===== config.mk =====
export PLATFORM = sky130hd
export DESIGN_NAME = ovn2d_ctrl
export DESIGN_NICKNAME = d
export VERILOG_FILES = /design/src/design/ovn2d_pkg.sv /design/src/design/ovn2d_ctrl.sv
export SDC_FILE = /design/constraint.sdc
export NUM_CORES = 1
export LEC_CHECK = 0
export BUFFER_PORTS_ARGS = -buffer_cell sky130_fd_sc_hd__buf_2
export CORE_UTILIZATION = 47
export DETAILED_ROUTE_END_ITERATION = 10
export PLACE_DENSITY = 0.76
export SLEW_MARGIN = 20
export SYNTH_ARGS = -nofsm -noshare
export SYNTH_HDL_FRONTEND = slang
export SYNTH_SLANG_ARGS = --single-unit

===== constraint.sdc =====
create_clock -name clk -period 1.8 [get_ports clk]
set_input_delay 0.27 -clock clk [delete_from_list [all_inputs] [get_ports clk]]
set_output_delay 0.27 -clock clk [all_outputs]
set_load 0.02 [all_outputs]

===== src/design/ovn2d_pkg.sv =====
`default_nettype none
package ovn2d_pkg;

	localparam int MAX_DIM     = 16;
	localparam int MAX_OCTAVES = 4;

	localparam int COORD_W  = $clog2(MAX_DIM);
	localparam int DIM_W    = COORD_W + 1;
	localparam int ADDR_W   = 2 * COORD_W;
	localparam int DEPTH    = MAX_DIM * MAX_DIM;
	localparam int OCT_W    = 3;
	localparam int SEED_W   = 8;
	localparam int RATIO_W  = 16;
	localparam int CFG_IDX_W = 2;
	localparam int CFG_W    = 16;
	localparam int COEF_W   = 2 * DIM_W;
	localparam int NUM_W    = 16;
	localparam int SAMPLE_W = 16;
	localparam int WEIGHT_W = 29;
	localparam int ACC_W    = 47;
	localparam int WSUM_W   = 31;
	localparam int DREM_W   = 32;
	localparam int DQ_W     = 16;
	localparam int DCNT_W   = 5;
	localparam int FRAC_W   = 12;
	localparam logic [WEIGHT_W-1:0] WEIGHT_ONE = WEIGHT_W'(4096);

	localparam logic [CFG_IDX_W-1:0] REG_GRID_WIDTH   = 2'd0;
	localparam logic [CFG_IDX_W-1:0] REG_GRID_HEIGHT  = 2'd1;
	localparam logic [CFG_IDX_W-1:0] REG_OCTAVE_COUNT = 2'd2;
	localparam logic [CFG_IDX_W-1:0] REG_WEIGHT_RATIO = 2'd3;

	localparam logic FUNC_WRITE = 1'b0;
	localparam logic FUNC_QUERY = 1'b1;

	typedef struct packed {
		logic               func;
		logic [COORD_W-1:0] x_pos;
		logic [COORD_W-1:0] y_pos;
		logic [SEED_W-1:0]  seed_value;
	} in_item_t;

	typedef struct packed {
		logic [15:0] noise;
		logic        range_error;
	} out_item_t;

	typedef enum logic [3:0] {
		S_IDLE, S_OCT, S_MODX, S_MODY, S_PREP, S_MODY2,
		S_READ, S_SSTART, S_SDIV, S_ACC, S_FDIV, S_DONE
	} state_t;

	typedef enum logic [2:0] {
		DIV_MODX, DIV_MODY, DIV_MODY2, DIV_SAMPLE, DIV_FINAL
	} div_sel_t;

	typedef struct packed {
		logic       load;
		logic       seed_wr;
		logic       div_start;
		div_sel_t   div_sel;
		logic       prep;
		logic [1:0] rd_idx;
		logic       acc_en;
		logic [1:0] acc_idx;
		logic       oct_step;
	} cmd_t;

	typedef struct packed {
		logic query;
		logic range_err;
		logic oct_more;
		logic div_done;
	} status_t;

endpackage
`default_nettype wire


===== src/design/ovn2d_ctrl.sv =====
`default_nettype none
module ovn2d_ctrl (
	input  wire logic              clk,
	input  wire logic              arst_n,
	input  wire logic              start,
	input  wire ovn2d_pkg::status_t sts,
	output ovn2d_pkg::cmd_t        cmd,
	output logic                   busy,
	output logic                   done
);
	import ovn2d_pkg::*;

	state_t     state_q, state_d;
	logic [2:0] cnt_q;

	always_ff @(posedge clk or negedge arst_n) begin
		if (!arst_n) begin
			state_q <= S_IDLE;
			cnt_q   <= '0;
		end else begin
			state_q <= state_d;
			cnt_q   <= (state_q == S_READ) ? cnt_q + 3'd1 : 3'd0;
		end
	end

	always_comb begin
		state_d = state_q;
		cmd     = '0;
		cmd.div_sel = DIV_MODX;
		unique case (state_q)
			S_IDLE: begin
				if (start) begin
					if (!sts.query) begin
						cmd.seed_wr = 1'b1;
					end else begin
						cmd.load = 1'b1;
						state_d  = sts.range_err ? S_DONE : S_OCT;
					end
				end
			end
			S_OCT: begin
				cmd.div_start = 1'b1;
				if (sts.oct_more) begin
					cmd.div_sel = DIV_MODX;
					state_d     = S_MODX;
				end else begin
					cmd.div_sel = DIV_FINAL;
					state_d     = S_FDIV;
				end
			end
			S_MODX: begin
				if (sts.div_done) begin
					cmd.div_start = 1'b1;
					cmd.div_sel   = DIV_MODY;
					state_d       = S_MODY;
				end
			end
			S_MODY: begin
				if (sts.div_done) begin
					state_d = S_PREP;
				end
			end
			S_PREP: begin
				cmd.prep      = 1'b1;
				cmd.div_start = 1'b1;
				cmd.div_sel   = DIV_MODY2;
				state_d       = S_MODY2;
			end
			S_MODY2: begin
				if (sts.div_done) begin
					state_d = S_READ;
				end
			end
			S_READ: begin
				cmd.rd_idx  = cnt_q[1:0];
				cmd.acc_en  = (cnt_q != 3'd0);
				cmd.acc_idx = 2'(cnt_q - 3'd1);
				if (cnt_q == 3'd4) begin
					state_d = S_SSTART;
				end
			end
			S_SSTART: begin
				cmd.div_start = 1'b1;
				cmd.div_sel   = DIV_SAMPLE;
				state_d       = S_SDIV;
			end
			S_SDIV: begin
				if (sts.div_done) begin
					state_d = S_ACC;
				end
			end
			S_ACC: begin
				cmd.oct_step = 1'b1;
				state_d      = S_OCT;
			end
			S_FDIV: begin
				if (sts.div_done) begin
					state_d = S_DONE;
				end
			end
			S_DONE: begin
				state_d = S_IDLE;
			end
			default: begin
				state_d = S_IDLE;
			end
		endcase
	end

	assign busy = (state_q != S_IDLE);
	assign done = (state_q == S_DONE);
endmodule
`default_nettype wire


==> summary.md, run 1 <==
| Metric | Value |
|---|---|
| Status | `completed` |
| Synth Area in Simple Gates | `0.355` |
| Maximum vdd drop | `1.11 mV` |
| Area fraction of the dominant cell type after synthesis | `0.282` |
| Post-synthesis compound-gate area fraction | `0.177` |
| Routed vias/inst | `5.10` |
| Crit path from | `state_q[3]` |
| Detail Placement HPWL | `1000 um` |
| Power Total | `1440 uW` |
| Synth Register Bits | `7` |
| Largest cells by area after synthesis | `dfrtp_1 28%, nand2b_1 7.1%, nor2_1 6.7%` |
| CTS root buf | `clkbuf_4` |
| Setup_tns | `0 ps` |
| Xor and xnor area share after synthesis | `0.0141` |
| Setup Crit Path Kind | `register to primary output` |
| Most frequent cell after synthesis | `nor2_1` |
| Routability cong. | `0.820` |
| Total clock sinks | `7` |
| CP Max Fanout | `7` |
| Layout cells sized above 1 | `0.441` |
| Die height | `38.3 um` |
| Max-cap violations | `0` |
| Tcrit/Tclk final | `0.971` |
| Vias in the first global route | `466` |
| Max Buffers Root-to-Sink | `2` |
| 1st-iter DRT viols | `8` |
| TritonRoute pass-1 iters | `3` |
| Worst R2R Start | `state_q[0]` |
| Rows | `12` |
| Final WL | `1430 um` |
| Post-synthesis async set-or-reset flop share | `1.00` |
| Initial Utilization | `0.530` |
| Final ANT Viol Nets | `0` |
| Fillers | `102` |
| # diodes | `0` |
| Largest net degree at the start of global routing | `12` |
| Ys flop type | `dfrtp_1` |
| Final setup vio count | `0` |
| Arr. time, crit path | `1480 ps` |
| Vias | `638` |
| Clk Latency, worst-skew pair | `240 ps` |
| Commonest cells in the synthesized netlist | `11 x nor2_1, 8 x nand2_1, 7 x dfrtp_1, 7 x nand2b_1, 6 x inv_1` |
| Post-synthesis net count | `87` |
| Number of flops mapped to enable cells by yosys | `0` |
| Pwr/cell area | `1650 nW/um^2` |
| Startpoint types | `register` |
| Clock Pin Slew Worst Setup and Hold Paths | `50 ps` |
| Post-synthesis adder-cell area fraction | `0.0403` |
| Layout area overhead | `40.5%` |
| WP data required | `1530 ps` |
| DRC violation count after routing | `0` |
| Die X | `38.3 um` |
| Distinct cells, synth | `27` |
| Max Transition Viols Final | `0` |
| Largest family of logic cells by synthesized area | `simple AND/OR/NAND/NOR gates` |
| CTS Buf Count | `3` |
| Fmax achieved | `0.572 GHz` |
| Post-layout worst setup margin | `~52 ps` |
| Initial antenna violation count | `0` |
| Fin area | `872 um^2` |
| Core Util, Final | `0.745` |
| Crit-path max cell delay | `470 ps` |
| Actual slew at the worst max-slew pin | `279 ps` |
| Slew headroom | `0.811` |
| HP Class | `input port to async pin` |
| Post-synthesis sequential area ratio | `0.282` |
| Slowest CP cell | `dfrtp_2` |
| GRT Util Overall | `0.193` |
| CTS H-Tree Depth | `1` |
| Worst clock skew | `5.30 ps` |
| Post-synthesis mux area share | `0.0544` |
| CP Capture Type | `primary output` |
| Boundary Pins | `22` |
| CTS tree | `done` |
| Die Area | `about 1500 um^2` |
| Critical Path, Cell by Cell | `nand2b_1 > nand2b_2 > nor2_1 > buf_4` |
| Avg Synthesized Cell Area | `around 8.0 um^2` |
| Place WS | `between 100 and 150 ps` |
| Area leader, netlist | `dfrtp_1` |
| Gr ovfl total | `0` |
| Ys Warns | `0` |
| Mapped cell area | `about 620 um^2` |
| Period minus WS final | `1750 ps` |
| Post-DP Area | `748 um^2` |
| Leakage | `~0.00042 uW` |
| First-pass GRT wire length | `1970 um` |
| Hold Vio Cnt, Final | `0` |
| Synth Instances | `78` |
| Fin nets | `121` |
| IO Port Bufs | `21` |
| Core area | `1170 um^2` |
| WL/cell | `11.5 um` |
-- cell type report --
type / count / area, um^2 / area share
multi-input combinational: 61 / 423 / 0.485
inverter: 6 / 22.5 / 0.0258
timing repair buffer: 33 / 203 / 0.232
clock buffer: 4 / 26.3 / 0.0301
sequential: 7 / 180 / 0.207
tap: 14 / 17.5 / 0.0201
-- cells in the final DEF, fill, tap and decap left out, drive strengths merged --
master,count
buf,32
nor2,11
nand2,8
nand2b,7
dfrtp,7
inv,6
o21ai,6
a21oi,4
clkbuf,4
nor2b,4
mux2,3
a211oi,3
nor3,2
ha,2
nor4,2
a22oi,2
or2,1
nor4bb,1
and2,1
xnor2,1
and3,1
nor3b,1
o2111ai,1
dlygate4sd3,1
-- critical path, delay by kind of cell (launching register included) --
kind,cells,cell delay [ps]
simple gates,3,600
buf+inv,1,160
flops,1,470
-- through the flow --
step                      hold WS (ps)  cells
after floorplan                  -25.6     78
after global placement             105    113
after detailed placement           107    113
after CTS                          387    120
after global routing               419    125
final                              380    125
-- final timing paths --
check | slack, ps | to | cells after the start
min reg2reg | 480 | cnt_q[0] | 1
max | 50 | cmd[1] | 4
max reg2reg | 120 | state_q[0] | 6
min in group clk | 480 | cnt_q[0] | 1
min | 380 | state_q[2] | 2
max in group asynchronous | 1260 | state_q[0] | 2
-- flip-flops by register name (all words and copies together) (netlist names) --
| signal | flops |
|---|---|
| cnt_q | 3 |
| state_q | 4 |
-- logic make-up after synthesis --
kind of cell,count (synthesis)
AO/OA/AOI/OAI,16
XOR/XNOR,1
adder cells (fa/ha/maj),2
buffers and inverters,10
flip-flops,7
multiplexers,3
AND/OR/NAND/NOR,39
-- where the power goes --
part           internal [uW]  switching (uW)  leakage (uW)
clock network           84.2            52.2     0.0000150
logic                    481             519      0.000320
registers                214            89.2     0.0000861
-- what timing repair did --
item	CTS	global route
setup buffers	2	5
hold buffers	1	0
resized for setup	6	7
endpoints found under the hold margin	7	0
setup endpoints to repair	6	8
pin swaps	0	2
-- per-layer routing --
layer / GRT usage / wire [um]
met3: 0.0174 / 33
met5: 0 / 0
met1: 0.264 / 689
met2: 0.309 / 709
met4: 0.0776 / 0
No activity file was read; power rests on OpenSTA's default activity.
==> inputs of run 2 (changes only) <==
- RECOVER_POWER: default -> 100
==> summary.md, run 2 (same netlist as run 1, synthesis figures left out) <==
| Metric | Value |
|---|---|
| Setup_tns | `0 ps (unchanged)` |
| Max-cap violations | `0 (unchanged)` |
| Die X | `38.3 um (unchanged)` |
| Vias in the first global route | `466 (unchanged)` |
| Rows | `12 (unchanged)` |
| Layout cells sized above 1 | `0.432 (was 0.441)` |
| Cell family with most CP delay | `simple AND/OR/NAND/NOR gates (unchanged)` |
| CTS tree | `done (unchanged)` |
| Maximum vdd drop | `1.11 mV (about the same)` |
| Fillers | `103 (was 102)` |
| Pwr/cell area | `1650 nW/um^2 (about the same)` |
| Routability cong. | `0.820 (unchanged)` |
| TritonRoute pass-1 iters | `3 (unchanged)` |
| Clock Pin Slew Worst Setup and Hold Paths | `50 ps (about the same)` |
| DRC violation count after routing | `0 (unchanged)` |
| Tcrit/Tclk final | `0.970 (was 0.971)` |
| Final ANT Viol Nets | `0 (unchanged)` |
| Clk Latency, worst-skew pair | `240 ps (about the same)` |
| Boundary Pins | `22 (unchanged)` |
| Most frequent cells in the layout | `18 x buf_2, 13 x buf_4, 11 x nor2_1, 8 x nand2_1 (was 19 x buf_2, 13 x buf_4, 11 x nor2_1, 8 x nand2_1)` |
| Final hold slack | `441 ps (was 380 ps)` |
| Worst clock skew | `5.32 ps (was 5.30 ps)` |
| CTS root buf | `clkbuf_4 (unchanged)` |
| CP Capture Type | `primary output (unchanged)` |
| Layout area overhead | `40.3% (was 40.5%)` |
| Final setup vio count | `0 (unchanged)` |
| 1st-iter DRT viols | `8 (unchanged)` |
| Leakage | `0.000419 uW (was 0.000422 uW)` |
| CTS H-Tree Depth | `1 (unchanged)` |
| Max Buffers Root-to-Sink | `2 (unchanged)` |
| IO Port Bufs | `21 (unchanged)` |
| Fmax achieved | `0.573 GHz (was 0.572 GHz)` |
| Startpoint types | `register (unchanged)` |
| Internal | `779 uW (about the same)` |
| Arr. time, crit path | `1480 ps (about the same)` |
| Clock share of power | `0.095 (about the same)` |
| Setup Crit Path Kind | `register to primary output (unchanged)` |
| Max Transition Viols Final | `0 (unchanged)` |
| Worst path buffer plus inverter count | `1 (unchanged)` |
| Slew headroom | `0.767 (was 0.811)` |
| Gate power share | `0.695 (about the same)` |
| Vias | `638 (unchanged)` |
| Status | `completed (unchanged)` |
| Final WL | `1440 um (was 1430 um)` |
| Crit-path max cell delay | `470 ps (about the same)` |
| WL/cell | `11.5 um (about the same)` |
| Period minus WS final | `1750 ps (about the same)` |
| Top reg by flops | `state_q (unchanged)` |
| Max reg flops | `4 (unchanged)` |
| # diodes | `0 (unchanged)` |
| Power Total | `1440 uW (about the same)` |
| Die height | `38.3 um (unchanged)` |
| HP Class | `input port to async pin (unchanged)` |
| NetSw | `660 uW (about the same)` |
| Hold Vio Cnt, Final | `0 (unchanged)` |
| Detail Placement HPWL | `1000 um (unchanged)` |
| Largest net degree at the start of global routing | `12 (unchanged)` |
| Initial antenna violation count | `0 (unchanged)` |
| Critical Path, Cell by Cell | `nand2b_1 > nand2b_2 > nor2_1 > buf_4 (unchanged)` |
| CP Max Fanout | `7 (unchanged)` |
| Routed vias/inst | `5.10 (unchanged)` |
| CTS Buf Count | `3 (unchanged)` |
| Initial Utilization | `0.530 (unchanged)` |
| Total clock sinks | `7 (unchanged)` |
| WP data required | `1530 ps (about the same)` |
| Core area | `1170 um^2 (unchanged)` |
| Switching share of total power | `0.459 (about the same)` |
| Gr ovfl total | `0 (unchanged)` |
| Slowest CP cell | `dfrtp_2 (unchanged)` |
| Die Area | `1470 um^2 (unchanged)` |
| Sequential share of power | `0.210 (about the same)` |
| GRT Util Overall | `0.193 (unchanged)` |
| Largest registers | `state_q: 4 flops, cnt_q: 3 flops (unchanged)` |
| Commonest non-fill, non-tap cell in the layout | `buf_2 (unchanged)` |
| Fin nets | `121 (unchanged)` |
| Actual slew at the worst max-slew pin | `350 ps (was 279 ps)` |
| First-pass GRT wire length | `1970 um (unchanged)` |
[run 2: cell types whose count changed in the layout (fill, tap and decap cells not counted)]
cell / previous run / this run
clkbuf_1: 1 / 2
buf_2: 19 / 18
[run 2: final cells by class]
type | instances | area (um^2) | area share
sequential | 7 | 180 | 0.207
tap | 14 | 17.5 | 0.0201
clock buffer | 4 | 26.3 | 0.0302
timing repair buffer | 33 | 201 | 0.231
inverter | 6 | 22.5 | 0.0259
multi-input combinational | 61 | 423 | 0.486
[run 2: worst paths after layout]
| path | from | end | slack (ps) | cells after the start |
|---|---|---|---|---|
| max | state_q[3] | cmd[1] | 50 | 4 |
| min | arst_n | state_q[2] | 440 | 2 |
| max reg2reg | state_q[0] | state_q[0] | 120 | 6 |
| min reg2reg | cnt_q[0] | cnt_q[0] | 480 | 1 |
| max in group asynchronous | arst_n | state_q[0] | 1080 | 2 |
| min in group clk | cnt_q[0] | cnt_q[0] | 480 | 1 |
[run 2: routing by layer]
| metal | global-route usage | part of all wire |
|---|---|---|
| met1 | 0.264 | 0.48 |
| met2 | 0.309 | 0.49 |
| met3 | 0.0174 | 0.023 |
| met4 | 0.0776 | 0 |
| met5 | 0 | 0 |
[run 2: repair_timing]
action	4_1_cts	5_1_grt
cloned	0	0
pin swaps	0	2
hold buffers	1	0
endpoints found under the hold margin	7	0
resized for setup	6	7
setup buffers	2	5
setup endpoints to repair	6	8
[run 2: power groups by stage]
| stage | Combinational, uW | Sequential [uW] | Clock (uW) |
|---|---|---|---|
| 2_1_floorplan | 625 | 269 | 0 |
| 3_3_place_gp | 768 | 302 | 0 |
| 3_5_place_dp | 777 | 313 | 0 |
| 4_1_cts | 866 | 294 | 138 |
| 5_1_grt | 1090 | 311 | 148 |
| 6_report | 1000 | 303 | 136 |
[run 2: stage by stage]
stage / setup slack (ps) / cell area (um^2) / instances / utilization
finish: 53.7 / 871 / 125 / 0.744
global route: -3.95 / 871 / 125 / 0.744
global placement: 173 / 748 / 113 / 0.639
floorplan: 47.4 / 621 / 78 / -
CTS: -2.41 / 812 / 120 / 0.693
detailed placement: 146 / 748 / 113 / 0.639
==> inputs of run 3 (changes only) <==
- SETUP_SLACK_MARGIN: default -> 0.2
==> summary.md, run 3 <==
| Metric | Value |
|---|---|
| Status | `did not finish (was completed)` |
| Last stage | `global routing (5_1_grt)` |
| Stop err | `[ERROR DPL-0038] Utilization greater than 100%, impossible to legalize` |
| Die X | `38.3 um (unchanged)` |
| CTS H-Tree Depth | `1 (unchanged)` |
| Synth Area in Simple Gates | `0.355 (unchanged)` |
| Detail Placement HPWL | `1010 um (was 1000 um)` |
| Post-synthesis adder-cell area fraction | `0.0403 (unchanged)` |
| Number of flops mapped to enable cells by yosys | `0 (unchanged)` |
| CTS root buf | `clkbuf_4 (unchanged)` |
| Post-synthesis net count | `87 (unchanged)` |
| Total clock sinks | `7 (unchanged)` |
| Rows | `12 (unchanged)` |
| Ys Warns | `0 (unchanged)` |
| IO Port Bufs | `21 (unchanged)` |
| Avg Synthesized Cell Area | `7.96 um^2 (unchanged)` |
| Xor and xnor area share after synthesis | `0.0141 (unchanged)` |
| Post-synthesis sequential area ratio | `0.282 (unchanged)` |
| Synth Instances | `78 (unchanged)` |
| Commonest cells in the synthesized netlist | `11 x nor2_1, 8 x nand2_1, 7 x dfrtp_1, 7 x nand2b_1, 6 x inv_1 (unchanged)` |
| Place WS | `143 ps (was 146 ps)` |
| Die height | `38.3 um (unchanged)` |
| Post-synthesis compound-gate area fraction | `0.177 (unchanged)` |
| Initial Utilization | `0.530 (unchanged)` |
| Mapped cell area | `621 um^2 (unchanged)` |
| Area leader, netlist | `dfrtp_1 (unchanged)` |
| WEP type | `top-level output` |
| Post-synthesis mux area share | `0.0544 (unchanged)` |
| CTS Buf Count | `3 (unchanged)` |
| Distinct cells, synth | `27 (unchanged)` |
| Largest cells by area after synthesis | `dfrtp_1 28%, nand2b_1 7.1%, nor2_1 6.7% (unchanged)` |
| Boundary Pins | `22 (unchanged)` |
| Most frequent cell after synthesis | `nor2_1 (unchanged)` |
| Ys flop type | `dfrtp_1 (unchanged)` |
| Area fraction of the dominant cell type after synthesis | `0.282 (unchanged)` |
| Routability cong. | `0.752 (was 0.820)` |
| Largest net degree at the start of global routing | `15` |
| Synth Register Bits | `7 (unchanged)` |
| Max Buffers Root-to-Sink | `2 (unchanged)` |
| Grt repair worst endpoint | `cmd[11]` |
| Post-synthesis async set-or-reset flop share | `1.00 (unchanged)` |
| Placed insts | `115 (was 113)` |
| Largest family of logic cells by synthesized area | `simple AND/OR/NAND/NOR gates (unchanged)` |
==> run 3: cell counts after synthesis <==
No cell type changed its count.
==> run 3: kinds of logic after synthesis <==
family / after synthesis
multiplexers: 3
buffers and inverters: 10
flip-flops: 7
AND/OR/NAND/NOR: 39
adder cells (fa/ha/maj): 2
XOR/XNOR: 1
AO/OA/AOI/OAI: 16
==> run 3: stage by stage <==
| stage | utilization | hold slack, ps | area [um^2] |
|---|---|---|---|
| 2_1_floorplan | - | -25.6 | 632 |
| 3_3_place_gp | 0.661 | 106 | 774 |
| 3_5_place_dp | 0.661 | 103 | 774 |
| 4_1_cts | 0.890 | 378 | 1040 |
==> run 3: what timing repair did <==
action,in CTS
buffers inserted,14
gates resized for setup,35
endpoints found under the setup margin,16
hold buffers,1
hold endpoints to repair,7
pin swaps,3
==> inputs of run 4 (changes only) <==
- CORE_AREA: default -> 2 2 63 65
- CORE_UTILIZATION: 47 -> default
- DIE_AREA: default -> 0 0 65 67
- PLACE_DENSITY: 0.76 -> default
- PLACE_DENSITY_LB_ADDON: default -> 0.15
- SETUP_SLACK_MARGIN: 0.2 -> default
==> summary.md, run 4 (same netlist as run 1, synthesis figures left out) <==
| Metric | Value |
|---|---|
| IO Port Bufs | `21 (unchanged)` |
| Layout area overhead | `50.4%` |
| Reg2reg setup slack | `around 63 ps` |
| RR Endpoint | `state_q[3]` |
| Status | `completed (was did not finish)` |
| Die Area | `4360 um^2` |
| Hold Vio Cnt, Final | `0` |
| CTS root buf | `clkbuf_8 (was clkbuf_4)` |
| DRC violation count after routing | `0` |
| WP data required | `1900 ps` |
| Place WS | `149 ps (was 143 ps)` |
| Startpoint types | `register` |
| CP Max Fanout | `4` |
| Vias in the first global route | `587` |
| Routability cong. | `0.710 (was 0.752)` |
| Worst path buffer plus inverter count | `1` |
| Maximum vdd drop | `roughly 0.28 mV` |
| Largest registers | `state_q: 4 flops, cnt_q: 3 flops` |
| Pwr/cell area | `1630 nW/um^2` |
| Gr ovfl total | `0` |
| Critical Path End | `state_q[3]` |
| Final Non-Filler Cells | `159` |
| First-pass GRT wire length | `around 2400 um` |
| 1st-iter DRT viols | `10` |
| Arr. time, crit path | `about 1800 ps` |
| Leakage | `0.000410 uW` |
| GRT Util Overall | `0.0714` |
| CP Capture Type | `register` |
| Placed insts | `148 (was 115)` |
| Final hold slack | `464 ps` |
| Period minus WS final | `1740 ps` |
| Cell family with most CP delay | `simple AND/OR/NAND/NOR gates` |
| Die X | `65 um (was 38.3 um)` |
| Post-layout worst setup margin | `63.3 ps` |
| Most frequent cells in the layout | `12 x buf_4, 10 x nor2_1, 8 x nand2_1, 8 x clkbuf_2` |
| Final setup vio count | `0` |
| Final ANT Viol Nets | `0` |
| Worst clock skew | `0.383 ps` |
| # diodes | `0` |
| Slew headroom | `0.685` |
| CTS tree | `done` |
| Initial Utilization | `0.172 (was 0.530)` |
| Clock Pin Slew Worst Setup and Hold Paths | `around 40 ps` |
| Core Util, Final | `0.259` |
| Vias | `about 640` |
| Tcrit/Tclk final | `0.965` |
| Crit-path max cell delay | `440 ps` |
| Max-cap violations | `0` |
| Final WL | `1560 um` |
| Core area | `between 3000 and 4000 um^2` |
| Total clock sinks | `7 (unchanged)` |
| Fin nets | `121` |
| Setup Crit Path Kind | `register to register` |
| Actual slew at the worst max-slew pin | `~470 ps` |
| Layout cells sized above 1 | `0.405` |
| CTS H-Tree Depth | `1 (unchanged)` |
| Die height | `67 um (was 38.3 um)` |
| Critical Path, Cell by Cell | `clkbuf_4 > nor4bb_1 > a22oi_2 > o21ai_2 > mux2_1` |
| Detail Placement HPWL | `1190 um (was 1010 um)` |
| Crit path from | `state_q[0]` |
| Worst R2R Start | `state_q[0]` |
| CTS Buf Count | `3 (unchanged)` |
| Slowest CP cell | `nor4bb_1` |
| TritonRoute pass-1 iters | `4` |
| Fmax achieved | `about 0.58 GHz` |
| Rows | `22 (was 12)` |
| Max Buffers Root-to-Sink | `2 (unchanged)` |
| Number of cells on the critical path | `5` |
| HP Class | `input port to async pin` |
| Clk Latency, worst-skew pair | `220 ps` |
| Initial antenna violation count | `0` |
| Top reg by flops | `state_q` |
| Routed vias/inst | `4.01` |
| Max Transition Viols Final | `0` |
| WL/cell | `slightly below 10 um` |
| Boundary Pins | `22 (unchanged)` |
| Reg2reg path depth | `5` |
| Largest net degree at the start of global routing | `14` |
| Commonest non-fill, non-tap cell in the layout | `buf_4` |
| Max reg flops | `4` |
run 4: where the power goes:
part | leakage, uW | switching, uW | internal [uW]
Sequential | 0.0000875 | 70.1 | 213
Combinational | 0.000300 | 540 | 482
Clock | 0.0000228 | 61.2 | 153
run 4: worst register-to-register path: cells and delay by family, from the launching register on:
kind,cells,cell delay [ps]
simple gates,1,440
flops,1,420
mux,1,350
compound gates,2,270
buf+inv,1,140
run 4: worst min-delay path by stage:
stage,cells after the start,to,slack (ps),from
finish,2,cnt_q[0],460,arst_n
global route,2,cnt_q[0],510,arst_n
CTS,2,cnt_q[0],410,arst_n
detailed placement,1,cnt_q[0],110,arst_n
global placement,1,cnt_q[0],110,arst_n
floorplan,0,cnt_q[0],-30,arst_n
run 4: timing repair:
item,4_1_cts,5_1_grt
endpoints found under the hold margin,7,0
hold buffers,1,0
pin swaps,0,1
gates resized for setup,4,12
gates cloned,0,0
setup buffers,3,3
setup endpoints to repair,6,9
run 4: layout make-up:
cell class | instances | area, um^2
fillers | 393 | 2670
multi-input cells | 61 | 423
repair buffers | 33 | 204
flip-flops and latches | 7 | 179
well taps | 48 | 60.1
clock buffers | 4 | 45.0
inverters | 6 | 22.5
run 4: metal layers:
layer / GRT usage / wire [um] / up-vias
li1: - / - / 333
met1: 0.0813 / 711 / 294
met2: 0.128 / 800 / 8
met3: 0.0101 / 36 / 2
met4: 0.0399 / 12 / 0
met5: 0 / 0 / -
run 4: through the flow:
| step | total power (uW) | TNS [ps] | cell area (um^2) |
|---|---|---|---|
| after floorplan | 894 | 0 | 621 |
| after global placement | 1140 | 0 | 798 |
| after detailed placement | 1120 | 0 | 798 |
| after CTS | 1410 | -9.04 | 883 |
| after global routing | 1640 | -2.21 | 933 |
| final | 1520 | 0 | 933 |
